[src/hdl/kttab_pkg.sv]
// ----------------------------------------------------------------------------
// kttab_pkg
// Shared constants, codes and types for the keyed top-k table and its cells.
// ----------------------------------------------------------------------------
package kttab_pkg;

  // table geometry
  localparam int DEPTH      = 16;
  localparam int NAME_CHARS = 8;

  // stored and port widths
  localparam int KEY_W       = 8 * NAME_CHARS;
  localparam int FIELD_KEY_W = 64;
  localparam int SCORE_W     = 31;
  localparam int STATUS_W    = 3;
  localparam int RANK_W      = 4;
  localparam int COUNT_W     = 5;
  localparam int IDX_W       = (DEPTH > 1) ? $clog2(DEPTH) : 1;
  localparam int CNT_W       = $clog2(DEPTH + 1);

  // at most this many entries are listed on a readout
  localparam int MAX_LIST = 16;

  // item kinds
  localparam logic KIND_SUBMIT = 1'b0;
  localparam logic KIND_READ   = 1'b1;

  // result status codes
  typedef enum logic [STATUS_W-1:0] {
    ST_RAISED   = 3'd0,
    ST_KEPT     = 3'd1,
    ST_INSERTED = 3'd2,
    ST_REPLACED = 3'd3,
    ST_REJECTED = 3'd4,
    ST_ENTRY    = 3'd5
  } status_t;

  // control sequencer states
  typedef enum logic [1:0] {
    S_IDLE,
    S_UPDATE,
    S_READ
  } state_t;

  // control broadcast to every cell of the chain
  typedef struct packed {
    logic commit;  // apply a table change this cycle
    logic rotate;  // every cell takes its right neighbor (readout)
    logic raise;   // change is a raise of an existing entry
  } cell_ctrl_t;

endpackage

[src/hdl/ktt_cell.sv]
// ----------------------------------------------------------------------------
// ktt_cell
// One table slot: holds a key and score, compares them against the incoming
// item, and takes new contents from the item or from a neighbor.
// ----------------------------------------------------------------------------
module ktt_cell (
  input  logic                            clk,
  input  kttab_pkg::cell_ctrl_t           ctrl,
  input  logic                            occ,
  input  logic                            ge_left,
  input  logic                            ge_self,
  input  logic                            upto_match,
  input  logic [kttab_pkg::KEY_W-1:0]     cmp_key,
  input  logic [kttab_pkg::SCORE_W-1:0]   cmp_score,
  input  logic [kttab_pkg::KEY_W-1:0]     new_key,
  input  logic [kttab_pkg::SCORE_W-1:0]   new_score,
  input  logic [kttab_pkg::KEY_W-1:0]     left_key,
  input  logic [kttab_pkg::SCORE_W-1:0]   left_score,
  input  logic [kttab_pkg::KEY_W-1:0]     right_key,
  input  logic [kttab_pkg::SCORE_W-1:0]   right_score,
  output logic [kttab_pkg::KEY_W-1:0]     key,
  output logic [kttab_pkg::SCORE_W-1:0]   score,
  output logic                            hit,
  output logic                            ge
);
  import kttab_pkg::*;

  logic [KEY_W-1:0]   key_next;
  logic [SCORE_W-1:0] score_next;

  // compare against the incoming item
  assign hit = occ && (key == cmp_key);
  assign ge  = occ && (score >= cmp_score);

  // slot update: a rotate takes the right neighbor; on a commit, cells above the insert point
  // hold, the insert point loads, cells below it shift down (up to the old match slot on a raise)
  always_comb begin
    key_next   = key;
    score_next = score;
    if (ctrl.rotate) begin
      key_next   = right_key;
      score_next = right_score;
    end else if (ctrl.commit && !ge_self) begin
      if (ge_left) begin
        key_next   = new_key;
        score_next = new_score;
      end else if (!ctrl.raise || upto_match) begin
        key_next   = left_key;
        score_next = left_score;
      end
    end
  end

  // slot storage
  always_ff @(posedge clk) begin
    key   <= key_next;
    score <= score_next;
  end

endmodule
[config.mk]
export PLATFORM = sky130hd
export DESIGN_NAME = ktt_cell
export DESIGN_NICKNAME = d
export VERILOG_FILES = /design/src/hdl/kttab_pkg.sv /design/src/hdl/ktt_cell.sv
export SDC_FILE = /design/constraint.sdc
export NUM_CORES = 1
export LEC_CHECK = 0
export ABC_AREA = 1
export BUFFER_PORTS_ARGS = -buffer_cell sky130_fd_sc_hd__clkbuf_2
export CAP_MARGIN = 15
export CORE_AREA = 2 2 186 188
export DETAILED_ROUTE_END_ITERATION = 12
export DIE_AREA = 0 0 188 190
export HOLD_SLACK_MARGIN = 0.03
export PLACE_DENSITY = 0.54
export SLEW_MARGIN = 10
export SYNTH_ARGS = -nofsm -noshare
export SYNTH_HDL_FRONTEND = slang
export SYNTH_SLANG_ARGS = --single-unit
[constraint.sdc]
create_clock -name clk -period 13.16 [get_ports clk]
set_clock_uncertainty 0.1 [all_clocks]
set_input_delay 2.632 -clock clk [delete_from_list [all_inputs] [get_ports clk]]
set_output_delay 2.632 -clock clk [all_outputs]
set_load 0.005 [all_outputs]
==> impl_metrics.ini <==
[logic_synthesis]
ys_seq_elements = 95
syn_nets = 1371
yosysWarnings = 0
synth_compound_gate_area_share = 0.166
main_combinational_cell_family_by_area_after_synthesis = simple AND/OR/NAND/NOR gates
synth_top_area_cell = edfxtp_1
synthesized_instance_count = 952
synth-simple-area-share = 0.237
yosysSeqAreaShare = 0.415
cell_types_with_the_largest_area_share_after_synthesis = edfxtp_1 (42%), a21oi_1 (15%), nand2_1 (15%)
yosys.area_share.adder = 0.0565
post-synth-top-area-fraction = 0.415
syn_area_per_cell_um2 = 7.22
syn-cell-area_um2 = 6870
xor_xnor_cell_area_share_of_the_yosys_netlist = 0.0204
muxShareOfSynthArea = 0
synth_cell_type_count = 27

[clocking]
tritoncts_clock_tree = yes
postCtsHoldBufs = 0
cts.repair.resized = 0
clock_path_buffers = 2
numCtsBuffers = 9
numClockSinks = 95
cts_post_setup_buffers_inserted = 0
ctsRootBufferMaster = clkbuf_16
clk_pin_slew_ns = 0.07
ctsHtreeMaxLevel = 3

[grt]
m1_gr_usage = 0.222
maximum_number_of_pins_on_one_net_before_global_route_repair = 96
gr-usage-met2 = 0.280
grtUsageMet3 = 0.0332
grt_first_pass_wirelength_um = 45000
grt_remaining_overflow = 0
gr-usage-all-layers = 0.168
antenna_violations_before_repair = 1
first_global_vias = 7593
grt_most_used_layer = met2

[sta]
finalWorstPathRequiredPeriod_ns = 6.81
timing_worst_slew_pin_value_ns = 1.14
totalNegativeSetupSlack_ns = 0
final.period_utilization = 0.518
max_transition_viols_final = 0
slew_headroom = 0.242
unrepaired_setup_endpoints_after_global_routing = no
timing.fmax_mhz = 147
report.final.setup_viol = 0
timing.final.hold_violations = 0
worst_path_setup_slack_after_routing_ns = 6.35

[run]
drv_cap = 0

[detailed_routing]
drc_violations_left = 0
via_per_inst = 4.31
vias = 8072
firstDrtPassIters = 5
antenna_violating_nets_post_route = 0
violation_count_after_the_first_detailed_routing_iteration = 534
route.detailed.wl_per_inst_um = 16.8
drt-total-wl_um = 31400

[floorplan]
die-width_um = 188
std_cell_rows = 68
initial_utilization = 0.202
design.portCount = 485
floorplan.core_area_um2 = 33900
dieArea_um2 = 35700
die_h_um = 190

[critical_path]
path_cells = clkbuf_2 -> inv_1 -> nand2_1 -> nand2_1 -> nor2_1 -> nand2_1 -> nor2_1 -> nand2_1 -> nor2_1 -> nand2_1 -> nor2_2 -> clkbuf_2
critPathCaptureType = primary output
critPathSlowestCell = nor2_1
critical_path.most_common_cell = nand2_1
worstSetupStartpoint = cmp_key[2]
cp-start-kind = primary input
crit_fanout = 2
worst_path_largest_cell_delay_ns = 0.33
worstSetupPathType = in -> out
critPathRequiredTime_ns = 10.43
cp.arrival_ns = 4.08
critical-path-top-delay-family = simple AND/OR/NAND/NOR gates
timing.critical_path.buf_inv = 3

[final_layout]
nNetsFinal = 1831
seq_area_um2 = 2850
stdcell_count = 1872
fraction_of_final_layout_cells_sized_beyond_drive_strength_1 = 0.361
antenna_cells_inserted = 0
layout.cell_area.non_filler_um2 = 9950
synthToLayoutAreaGrowth_pct = 44.8
final_common_cell = clkbuf_2
fill_cell_instance_count_of_the_final_layout = 3725
area_occupied_by_multi_input_gates_um2 = 3310
layout_common_cells = clkbuf_2 (482), nand2_1 (266), a21oi_1 (201)

[power_and_ir_drop]
power_switching_mw = 0.309
power.clock.fraction = 0.280
pwr-share-seq = 0.429
power_per_cell_area_nw_per_um2 = 96.3
relative_contribution_of_combinational_cells_to_total_power = 0.291
vdd_ir_drop_max_mv = 0.0654
leakage_nw = 5.28
power_mw = 0.958
cell_internal_pwr_mw = 0.649
switching_share = 0.323

[min_path]
hold_path_class = in -> reg
hp-start = right_key[4]

[place]
detailed_place_hpwl_um = 26000
io_buffers = 484
dp.cells = 1856
gp_congestion = 0.921
setup_slack_after_placement_ns = 6.26
dpl-instance-area_um2 = 9660

[status]
status = completed
## routing by layer
metal | part of all wire | routed length (µm) | vias up
li1 | - | - | 3998
met3 | 0.063 | 1980 | 39
met5 | 0.00026 | 8 | -
met4 | 0.021 | 644 | 2
met1 | 0.44 | 13800 | 3672
met2 | 0.48 | 15000 | 361
## tightest hold or removal path, stage by stage
cell and delay (ns):
clkbuf_2 0.07, nor2_1 0.03, a21oi_1 0.10
## final timing paths
kind / to / depth (start not counted)
worst max-delay path: hit / 12
worst min-delay path: key[4]$_DFFE_PP_ / 3
## power by group through the flow
stage	logic (mW)	registers (mW)	clock network (mW)
after floorplan	0.127	0.415	0
after global placement	0.281	0.417	0
after detailed placement	0.280	0.418	0
after CTS	0.282	0.412	0.283
after global routing	0.312	0.416	0.294
final	0.279	0.411	0.269
## cell families (layout without fill, tap and decap cells)
logic type,after synthesis,in the layout
buffers and inverters,161,626
adders and majority gates,31,31
xor gates and xnor gates,16,16
AOI/OAI and AO/OA,225,225
DFF,95,95
and+or+nand+nor,424,424
## layout make-up
class / count / share of cell area
tap: 455 / 0.0572
sequential: 95 / 0.287
inverter: 119 / 0.0452
clock inverter: 5 / 0.00591
timing repair buffer: 491 / 0.249
multi-input combinational: 696 / 0.332
clock buffer: 11 / 0.0234
## stage by stage
| stage | hold slack [ns] | util |
|---|---|---|
| after floorplan | 2.76 | - |
| after global placement | 2.85 | 0.284 |
| after detailed placement | 2.86 | 0.284 |
| after CTS | 2.47 | 0.293 |
| after global routing | 2.49 | 0.293 |
| final | 2.50 | 0.293 |
## registers in the layout (all words and copies together) (netlist names)
name	flops
key	64
score	31
## cell usage after synthesis
cell type and instances:
nand2_2 1, a21o_1 1, o21a_1 1, ha_1 31
edfxtp_1 95, o22ai_1 5, nor2_1 145, inv_1 117
buf_2 19, a21oi_2 1, inv_2 1, xnor2_1 13
a21oi_1 201, clkinv_2 1, o21ai_1 2, nand3_1 4
nand4_1 3, xor2_1 3, nand2_1 266, clkbuf_1 4
nand3b_1 1, nor3b_2 1, nor2_2 2, buf_4 13
o21ai_0 14, nor3_1 1, buf_6 6
Power figures use the tool's default switching activity.
